### config.mk
export PLATFORM = sky130hd
export DESIGN_NAME = life_automaton_raster_step_flat
export DESIGN_NICKNAME = d
export VERILOG_FILES = /design/src/rtl/lars_pkg.sv /design/src/rtl/lars_if.sv /design/src/rtl/life_automaton_raster_step.sv /design/src/flat_wrapper.sv
export SDC_FILE = /design/constraint.sdc
export NUM_CORES = 1
export LEC_CHECK = 0
export ABC_AREA = 1
export BUFFER_PORTS_ARGS = -buffer_cell sky130_fd_sc_hd__buf_2
export CORE_MARGIN = 2
export CORE_UTILIZATION = 45
export CTS_CLUSTER_DIAMETER = 200
export DETAILED_ROUTE_END_ITERATION = 10
export PLACE_DENSITY_LB_ADDON = 0.05
export SLEW_MARGIN = 25
export SYNTH_ARGS = -nofsm -noshare
export SYNTH_HDL_FRONTEND = slang
export SYNTH_SLANG_ARGS = --single-unit
export TNS_END_PERCENT = 1
### constraint.sdc
create_clock -name clock -period 7.7 [get_ports clock]
set_input_delay 1.155 -clock clock [delete_from_list [all_inputs] [get_ports clock]]
set_output_delay 1.155 -clock clock [all_outputs]
set_load 0.01 [all_outputs]
### src/rtl/lars_pkg.sv
// Shared constants and helpers for the Game of Life raster stepper.
package lars_pkg;

   localparam int MAX_WIDTH  = 128;
   localparam int MAX_HEIGHT = 128;

   localparam int CFG_W   = 8;                          // configuration data width
   localparam int IDX_W   = 1;                          // configuration index width
   localparam int COL_W   = $clog2(MAX_WIDTH);          // column counter / row store address
   localparam int ROW_W   = $clog2(MAX_HEIGHT + 2);     // row counter, runs to height+1
   localparam int POS_W   = 7;                          // out_row / out_col width
   localparam int CMP_W   = ((ROW_W > CFG_W) ? ROW_W : CFG_W) + 2;

   localparam logic [IDX_W-1:0] REG_GRID_WIDTH  = 1'd0;
   localparam logic [IDX_W-1:0] REG_GRID_HEIGHT = 1'd1;

   localparam logic [CFG_W-1:0] GRID_WIDTH_RST  = 8'd100;
   localparam logic [CFG_W-1:0] GRID_HEIGHT_RST = 8'd100;

   localparam logic [CFG_W-1:0] DIM_MIN = 8'd2;

   // Saturate a grid dimension to [2, hi].
   function automatic logic [CFG_W-1:0] clamp_dim(input logic [CFG_W-1:0] v, input int hi);
      logic [CMP_W-1:0] v_ext;
      v_ext = CMP_W'(v);
      if (v < DIM_MIN) begin
         return DIM_MIN;
      end else if (v_ext > CMP_W'(hi)) begin
         return CFG_W'(hi);
      end else begin
         return v;
      end
   endfunction

endpackage

### src/rtl/lars_if.sv
// Handshake channels of the Game of Life raster stepper: cell input, result, register write.
interface lars_req_if import lars_pkg::*; ();
   logic valid;
   logic ready;
   logic cell_alive;

   modport source (output valid, output cell_alive, input ready);
   modport sink   (input valid, input cell_alive, output ready);
endinterface

interface lars_rsp_if import lars_pkg::*; ();
   logic             valid;
   logic             ready;
   logic             next_alive;
   logic [POS_W-1:0] out_row;
   logic [POS_W-1:0] out_col;
   logic             frame_last;

   modport source (output valid, output next_alive, output out_row, output out_col,
                   output frame_last, input ready);
   modport sink   (input valid, input next_alive, input out_row, input out_col,
                   input frame_last, output ready);
endinterface

interface lars_csr_if import lars_pkg::*; ();
   logic             valid;
   logic             ready;
   logic [IDX_W-1:0] index;
   logic [CFG_W-1:0] data;

   modport source (output valid, output index, output data, input ready);
   modport sink   (input valid, input index, input data, output ready);
endinterface

### src/rtl/life_automaton_raster_step.sv
// Top level of the Game of Life (B3/S23) raster stepper.
//
// The block takes one cell word per cycle on req_ch and returns next-generation cells on
// rsp_ch, one word per cycle sustained. A frame is grid_width*grid_height cells in raster
// order followed by grid_width+1 padding words whose cell_alive bit is ignored; the result
// for raster index k leaves on the word accepted as input k+grid_width+1, so the first
// grid_width+1 input words produce nothing. Each result carries row, column, the new state
// and frame_last on the final cell, after which the raster counters restart. Cells outside
// the grid count as dead and nothing wraps around. The accepting edge registers the row
// store reads (two 128x1 stores, previous row and the row before it) with the word in the
// window stage, and the output register is loaded from the 3x3 window and the neighbour
// count when that stage advances. A result waiting in the output register does not
// block the next input word; input stalls only when the window stage holds a word that
// emits while the output register is full and not being taken.
// csr_ch is always ready; register 0 is grid_width, register 1 is grid_height, both
// saturated to [2, 128] when used and both meant to be written only between words.
module life_automaton_raster_step import lars_pkg::*; (
   input  logic clock,
   input  logic reset,
   lars_req_if.sink   req_ch,
   lars_rsp_if.source rsp_ch,
   lars_csr_if.sink   csr_ch
);

   // Window stage payload, captured at the accepting edge.
   typedef struct packed {
      logic             alive;
      logic [COL_W-1:0] col;
      logic             emit;
      logic             last;
      logic             top_off;
      logic             bot_off;
      logic             left_off;
      logic             right_off;
      logic [POS_W-1:0] er;
      logic [POS_W-1:0] ec;
   } s1_type;

   // ---------------------------------------------------------------- registers
   logic [CFG_W-1:0] width_cfg_ff, width_cfg_in;
   logic [CFG_W-1:0] height_cfg_ff, height_cfg_in;
   logic [COL_W-1:0] col_ff, col_in;
   logic [ROW_W-1:0] row_ff, row_in;
   logic [8:0]       win_ff, win_in;
   logic             s1_valid_ff, s1_valid_in;
   s1_type           s1_ff, s1_in;
   logic             near_rd_ff;
   logic             far_rd_ff;
   logic             far_wr_pend_ff;
   logic             out_valid_ff, out_valid_in;
   logic             out_alive_ff;
   logic [POS_W-1:0] out_row_ff;
   logic [POS_W-1:0] out_col_ff;
   logic             out_last_ff;

   logic near_mem [MAX_WIDTH];
   logic far_mem  [MAX_WIDTH];

   // ---------------------------------------------------------------- handshake
   logic accept;
   logic out_free;
   logic s1_adv;

   assign out_free = !out_valid_ff || rsp_ch.ready;
   // A word that emits nothing leaves the window stage even while the output is full.
   assign s1_adv   = s1_valid_ff && (!s1_ff.emit || out_free);
   assign req_ch.ready = !s1_valid_ff || s1_adv;
   assign accept   = req_ch.valid && req_ch.ready;

   assign csr_ch.ready = 1'b1;

   // ---------------------------------------------------------------- configuration
   always_comb begin
      width_cfg_in  = width_cfg_ff;
      height_cfg_in = height_cfg_ff;
      if (csr_ch.valid) begin
         case (csr_ch.index)
            REG_GRID_WIDTH:  width_cfg_in  = csr_ch.data;
            REG_GRID_HEIGHT: height_cfg_in = csr_ch.data;
            default: ;
         endcase
      end
   end

   // ---------------------------------------------------------------- raster position
   logic [CFG_W-1:0] w_eff;
   logic [CFG_W-1:0] h_eff;
   logic [COL_W-1:0] col_cur;
   logic             col_nz;
   logic             in_grid;
   logic             row_ge2;
   logic             last;
   logic             col_wrap;
   logic [ROW_W-1:0] er;
   logic [COL_W-1:0] ec;

   always_comb begin
      w_eff   = clamp_dim(width_cfg_ff, MAX_WIDTH);
      h_eff   = clamp_dim(height_cfg_ff, MAX_HEIGHT);
      // Wrap the column if the width shrank under the counter.
      col_cur = (CMP_W'(col_ff) >= CMP_W'(w_eff)) ? '0 : col_ff;
      col_nz  = (col_cur != '0);
      in_grid = (CMP_W'(row_ff) < CMP_W'(h_eff));
      row_ge2 = (row_ff >= ROW_W'(2));
      last    = (CMP_W'(row_ff) >= CMP_W'(h_eff) + CMP_W'(1));
      col_wrap = (CMP_W'(col_cur) + CMP_W'(1) >= CMP_W'(w_eff));

      // Position of the cell centred in the window after this word.
      if (col_nz) begin
         er = row_ff - ROW_W'(1);
         ec = col_cur - COL_W'(1);
      end else begin
         er = row_ge2 ? (row_ff - ROW_W'(2)) : '0;
         ec = COL_W'(w_eff - CFG_W'(1));
      end

      s1_in.alive     = in_grid & req_ch.cell_alive;
      s1_in.col       = col_cur;
      s1_in.emit      = row_ge2 || ((row_ff == ROW_W'(1)) && col_nz);
      s1_in.last      = last;
      s1_in.top_off   = (er == '0);
      s1_in.bot_off   = (CMP_W'(er) + CMP_W'(1) >= CMP_W'(h_eff));
      s1_in.left_off  = (ec == '0);
      s1_in.right_off = (CMP_W'(ec) + CMP_W'(1) >= CMP_W'(w_eff));
      s1_in.er        = POS_W'(er);
      s1_in.ec        = POS_W'(ec);

      // Advance the raster counters; clear them after the closing padding word.
      col_in = col_ff;
      row_in = row_ff;
      if (accept) begin
         if (last) begin
            col_in = '0;
            row_in = '0;
         end else if (col_wrap) begin
            col_in = '0;
            row_in = row_ff + ROW_W'(1);
         end else begin
            col_in = col_cur + COL_W'(1);
         end
      end
   end

   // ---------------------------------------------------------------- row stores
   // Read both stores at the accepting edge; write the new cell into the near store at
   // once and move the old near bit into the far store on the following edge.
   always_ff @(posedge clock) begin
      if (accept) begin
         near_rd_ff        <= near_mem[col_cur];
         near_mem[col_cur] <= s1_in.alive;
      end
   end

   always_ff @(posedge clock) begin
      if (accept) begin
         far_rd_ff <= far_mem[col_cur];
      end
      if (far_wr_pend_ff) begin
         far_mem[s1_ff.col] <= near_rd_ff;
      end
   end

   // ---------------------------------------------------------------- window and rule
   logic [2:0] top, mid, bot;
   logic [2:0] top_m, mid_m, bot_m;
   logic       ctr;
   logic [3:0] cnt;
   logic       nxt;

   always_comb begin
      top    = {far_rd_ff, win_ff[2:1]};
      mid    = {near_rd_ff, win_ff[5:4]};
      bot    = {s1_ff.alive, win_ff[8:7]};
      win_in = s1_adv ? {bot, mid, top} : win_ff;

      // Drop taps that fall outside the grid.
      top_m = s1_ff.top_off ? 3'b000 : top;
      bot_m = s1_ff.bot_off ? 3'b000 : bot;
      ctr   = mid[1];
      mid_m = mid & 3'b101;
      if (s1_ff.left_off) begin
         top_m = top_m & 3'b110;
         mid_m = mid_m & 3'b110;
         bot_m = bot_m & 3'b110;
      end
      if (s1_ff.right_off) begin
         top_m = top_m & 3'b011;
         mid_m = mid_m & 3'b011;
         bot_m = bot_m & 3'b011;
      end

      cnt = '0;
      for (int i = 0; i < 3; i++) begin
         cnt = cnt + 4'(top_m[i]) + 4'(mid_m[i]) + 4'(bot_m[i]);
      end
      nxt = (cnt == 4'd3) || (ctr && (cnt == 4'd2));
   end

   // ---------------------------------------------------------------- stage control
   always_comb begin
      s1_valid_in = accept ? 1'b1 : (s1_adv ? 1'b0 : s1_valid_ff);
      if (s1_adv && s1_ff.emit) begin
         out_valid_in = 1'b1;
      end else if (rsp_ch.ready) begin
         out_valid_in = 1'b0;
      end else begin
         out_valid_in = out_valid_ff;
      end
   end

   always_ff @(posedge clock) begin
      if (reset) begin
         width_cfg_ff   <= GRID_WIDTH_RST;
         height_cfg_ff  <= GRID_HEIGHT_RST;
         col_ff         <= '0;
         row_ff         <= '0;
         win_ff         <= '0;
         s1_valid_ff    <= 1'b0;
         far_wr_pend_ff <= 1'b0;
         out_valid_ff   <= 1'b0;
      end else begin
         width_cfg_ff   <= width_cfg_in;
         height_cfg_ff  <= height_cfg_in;
         col_ff         <= col_in;
         row_ff         <= row_in;
         win_ff         <= win_in;
         s1_valid_ff    <= s1_valid_in;
         far_wr_pend_ff <= accept;
         out_valid_ff   <= out_valid_in;
      end
   end

   // Payload: hold the window stage until the next accept, load the result on advance.
   always_ff @(posedge clock) begin
      if (accept) begin
         s1_ff <= s1_in;
      end
      if (s1_adv && s1_ff.emit) begin
         out_alive_ff <= nxt;
         out_row_ff   <= s1_ff.er;
         out_col_ff   <= s1_ff.ec;
         out_last_ff  <= s1_ff.last;
      end
   end

   assign rsp_ch.valid      = out_valid_ff;
   assign rsp_ch.next_alive = out_alive_ff;
   assign rsp_ch.out_row    = out_row_ff;
   assign rsp_ch.out_col    = out_col_ff;
   assign rsp_ch.frame_last = out_last_ff;

   // ---------------------------------------------------------------- assertions
   a_row_bound: assert property (@(posedge clock) disable iff (reset)
      CMP_W'(row_ff) <= CMP_W'(MAX_HEIGHT + 1))
      else $error("row counter ran past the padding rows");

   a_clear_after_last: assert property (@(posedge clock) disable iff (reset)
      (accept && last) |=> (row_ff == '0) && (col_ff == '0))
      else $error("raster counters not cleared after frame end");

   a_stall_cause: assert property (@(posedge clock) disable iff (reset)
      !req_ch.ready |-> (s1_valid_ff && s1_ff.emit && out_valid_ff && !rsp_ch.ready))
      else $error("input stalled without a full pipeline");

   a_far_write: assert property (@(posedge clock) disable iff (reset)
      accept |=> far_wr_pend_ff && s1_valid_ff)
      else $error("far row store write not scheduled for accepted word");

endmodule

### src/flat_wrapper.sv
// flat-port wrapper written by rule: the top's interface ports become plain ports
module life_automaton_raster_step_flat import lars_pkg::*;
  (clock, reset, req_ch_valid, req_ch_cell_alive, req_ch_ready, rsp_ch_valid, rsp_ch_next_alive, rsp_ch_out_row, rsp_ch_out_col, rsp_ch_frame_last, rsp_ch_ready, csr_ch_valid, csr_ch_index, csr_ch_data, csr_ch_ready);
  lars_req_if req_ch_i ();
  lars_rsp_if rsp_ch_i ();
  lars_csr_if csr_ch_i ();
  input  logic clock;
  input  logic reset;
  input wire logic [$bits(req_ch_i.valid)-1:0] req_ch_valid;
  input wire logic [$bits(req_ch_i.cell_alive)-1:0] req_ch_cell_alive;
  output wire logic [$bits(req_ch_i.ready)-1:0] req_ch_ready;
  output wire logic [$bits(rsp_ch_i.valid)-1:0] rsp_ch_valid;
  output wire logic [$bits(rsp_ch_i.next_alive)-1:0] rsp_ch_next_alive;
  output wire logic [$bits(rsp_ch_i.out_row)-1:0] rsp_ch_out_row;
  output wire logic [$bits(rsp_ch_i.out_col)-1:0] rsp_ch_out_col;
  output wire logic [$bits(rsp_ch_i.frame_last)-1:0] rsp_ch_frame_last;
  input wire logic [$bits(rsp_ch_i.ready)-1:0] rsp_ch_ready;
  input wire logic [$bits(csr_ch_i.valid)-1:0] csr_ch_valid;
  input wire logic [$bits(csr_ch_i.index)-1:0] csr_ch_index;
  input wire logic [$bits(csr_ch_i.data)-1:0] csr_ch_data;
  output wire logic [$bits(csr_ch_i.ready)-1:0] csr_ch_ready;
  assign req_ch_i.valid = req_ch_valid;
  assign req_ch_i.cell_alive = req_ch_cell_alive;
  assign req_ch_ready = req_ch_i.ready;
  assign rsp_ch_valid = rsp_ch_i.valid;
  assign rsp_ch_next_alive = rsp_ch_i.next_alive;
  assign rsp_ch_out_row = rsp_ch_i.out_row;
  assign rsp_ch_out_col = rsp_ch_i.out_col;
  assign rsp_ch_frame_last = rsp_ch_i.frame_last;
  assign rsp_ch_i.ready = rsp_ch_ready;
  assign csr_ch_i.valid = csr_ch_valid;
  assign csr_ch_i.index = csr_ch_index;
  assign csr_ch_i.data = csr_ch_data;
  assign csr_ch_ready = csr_ch_i.ready;
  life_automaton_raster_step u_core (.clock(clock), .reset(reset), .req_ch(req_ch_i), .rsp_ch(rsp_ch_i), .csr_ch(csr_ch_i));
endmodule
==> flow_summary.yaml <==
run_status:
  status: "completed"
worst_setup_path:
  required_ns: 8.15
  crit_path_max_fanout: 37
  r2r_start: "u_core.width_cfg_ff[2]"
  criticalPathCategory: "flop to flop"
  cpMostUsedCell: "nand2_1"
  cp.arrival_ns: 6.59
  cp_top_family: "simple AND/OR/NAND/NOR gates"
  crit_buf_inv: 4
  reg2reg_depth: 32
  slowest_stage: "nand2_1"
  r2r_setup_slack_ns: 1.56
  r2r_end: "u_core.row_ff[4]"
  critPathLaunchType: "flop"
  endpoint_kind: "flop"
  slowest_delay_ns: 0.59
die:
  initial_utilization_pct: 45.3
  ios: 34
  die_area_mm2: 0.0413
  rows: 73
  coreArea_mm2: 0.0395
  die_w_um: 203
  die_h_um: 203
global_routing:
  grt_pass1_vias: 13300
  grt_antenna_before_repair: 0
  grt_pass1_wl_mm: 75.6
  grt_use_total_pct: 23.6
  grt_max_degree: 124
  grt-ovfl-total: 0
worst_hold_path:
  hold_depth: 0
  hold_class: "flop to flop"
  min_delay_worst_endpoint: "u_core.rsp_ch.out_row[3]"
  hold_path.startpoint: "u_core.s1_ff[10]"
sta:
  rsz0062_at_grt: "no"
  finalCritPeriodShare_pct: 79.7
  finalWorstPathRequiredPeriod_ns: 6.14
  whs_ns: 0.414
  slew_violations: 0
  hold_viol_final: 0
  tightest_slew_ns: 1.02
  maxSlewHeadroom_pct: 31.8
  setup_viol: 0
  skew_ns: 0.0235
  fmax_ghz: 0.163
  setup_tns_ns: 0
yosys:
  syn_area_per_cell_um2: 8.60
  yosys-top-cells-count: "nand2_1 (780), nor2_1 (344), edfxtp_1 (302)"
  ys_warn_count: 0
  synth_nets: 2162
  yosysTopAreaCell: "edfxtp_1"
  synth_edf_count: 302
  syn_area_mm2: 0.0179
  yosysMostFrequentCell: "nand2_1"
  ys_ff_latch: 342
  async_flop_share_pct: 0
  synthFlopType: "edfxtp_1"
  yosysTopAreaCellShare_pct: 50.7
  synth_cell_type_count: 51
  synthTopCellsByArea: "edfxtp_1 (51%), nand2_1 (16%), nor2_1 (7.2%)"
  ys_seq_area_share_pct: 55.2
  synthCells: 2078
cells_and_area:
  layout-drive-gt1-share_pct: 7.62
  fin_cells: 2651
  num_antenna_cells: 0
  layout-area-overhead-vs-synth_pct: 10.7
  nets: 2178
  fill_cells: 3821
detailed_routing:
  vias: 13700
  drc: 0
  drt-total-wl_mm: 48.0
  first_iter_violations: 1032
  firstDrtPassIters: 5
  vias_per_cell: 5.16
  wl_per_cell_um: 18.1
  ant_nets: 0
power:
  peakVddDrop_uv: 153
  leakagePower_nw: 8.18
  p_per_area_mw_per_mm2: 225
  seqPwrFrac_pct: 47.4
  p_comb_share_pct: 12.4
  p_sw_share_pct: 26.7
  power_w: 0.00444
  p_sw_w: 0.00119
  p_clk_share_pct: 40.3
  p_int_w: 0.00326
placed_design:
  post-place-cells: 2575
  portBuffers: 32
  dpl.hpwl_mm: 30.2
  place_congestion: 0.844
cts:
  clk_pin_slew_worst_paths_ns: 0.06
  cts.sinks: 342
  clk_latency_ns: 0.57
  cts_buffer_depth: 3
  cts_made_buffers: 41
  h-tree-depth: 2
  cts_tree: "yes"
  ctsHoldBuffers: 0
  cts_resized: 0
  postCtsSetupRepairBufs: 0
  clockRootBuffer: "clkbuf_16"
run:
  maxCapViolations: 0
-- cells by family (layout without fill, tap and decap cells) --
family | after synthesis | count (layout) | synth area share [%]
xor+xnor | 25 | 25 | 1.22
compound gates | 131 | 131 | 4.21
buf+inv | 232 | 280 | 5.42
other cells | 1 | 1 | 0.0210
flops | 342 | 342 | 55.2
fa+ha+maj | 69 | 69 | 5.00
simple gates | 1278 | 1278 | 28.9
-- power groups by stage --
stage               combinational [W]  sequential [W]  clock [W]
floorplan                    0.000389         0.00215          0
global placement             0.000542         0.00214          0
detailed placement           0.000552         0.00214          0
CTS                          0.000554         0.00211    0.00184
global route                 0.000630         0.00211    0.00191
finish                       0.000549         0.00211    0.00179
-- layer usage --
layer  vias up  routed length (um)  track usage, %
li1       6796                   -               -
met1      6525               21300            31.5
met2       301               23300            40.2
met3        70                2120            3.05
met4         0                1220            7.43
met5         -                   0               0
-- through the flow --
step	utilization (%)	area [um^2]	setup WS (ns)
CTS	50.1	19800	1.56
global placement	46.8	18500	1.73
detailed placement	47.0	18600	1.55
finish	50.2	19800	1.56
floorplan	-	17900	2.05
global route	50.2	19800	0.909
-- layout make-up --
type | instances | area (um^2) | area share, %
Timing Repair Buffer | 62 | 428 | 2.16
Sequential cell | 342 | 9870 | 49.9
Clock inverter | 26 | 170 | 0.860
Multi-Input combinational cell | 1504 | 7080 | 35.8
Tap cell | 525 | 657 | 3.32
Inverter | 143 | 537 | 2.71
Clock buffer | 49 | 1060 | 5.33
-- worst max path at each step --
stage	from	endpoint	slack, ns	cells after the start
after floorplan	u_core.height_cfg_ff[4]	u_core.bot[2]	2.05	14
after global placement	u_core.width_cfg_ff[3]	u_core.row_ff[4]	1.73	33
after detailed placement	u_core.width_cfg_ff[3]	u_core.row_ff[4]	1.55	33
after CTS	u_core.width_cfg_ff[3]	u_core.row_ff[4]	1.56	33
after global routing	u_core.width_cfg_ff[3]	u_core.row_ff[4]	0.91	33
final	u_core.width_cfg_ff[2]	u_core.row_ff[4]	1.56	32
-- worst register-to-register path: cells and delay by family (launching register included) --
| family | cells | cell delay (ns) |
|---|---|---|
| adders and majority gates | 2 | 0.64 |
| AOI/OAI and AO/OA | 2 | 0.35 |
| xor gates and xnor gates | 1 | 0.18 |
| and+or+nand+nor | 23 | 3.60 |
| buffers and inverters | 4 | 1.00 |
| DFF | 1 | 0.31 |
-- cells in the final DEF (no fill, tap or decap), types with 2 or more instances in the layout --
cell       count
nand2_1      780
nor2_1       344
edfxtp_1     302
inv_1        138
ha_1          65
a21oi_1       58
nand3_1       50
o21ai_0       46
nand4_1       43
clkbuf_16     41
dfxtp_1       40
buf_2         32
buf_4         22
xor2_1        21
nor3_1        14
nor4_1        12
clkinv_2      12
clkinv_1      10
nor2_2         9
clkbuf_1       8
nand2_2        6
buf_6          6
inv_2          4
o211ai_1       4
xnor2_1        4
fa_1           4
nand2_4        3
o21a_1         3
nor3_2         3
o21bai_1       3
nand3b_1       3
nand3_2        3
nand3_4        2
o21ai_2        2
or2_2          2
nor2_4         2
o21ai_1        2
a21boi_0       2
inv_6          2
-- sequential cells by signal, indices dropped and copies added, names as in the netlist, 6 cells and up --
register and flops:
u_core.rsp_ch.out_row 7, u_core.win_ff 6, u_core.s1_ff 27, u_core.col_ff 7
u_core.row_ff 8, u_core.width_cfg_ff 8, u_core.height_cfg_ff 8, u_core.far_mem 128
u_core.rsp_ch.out_col 7, u_core.near_mem 128
(Power assumes the default switching activity.)
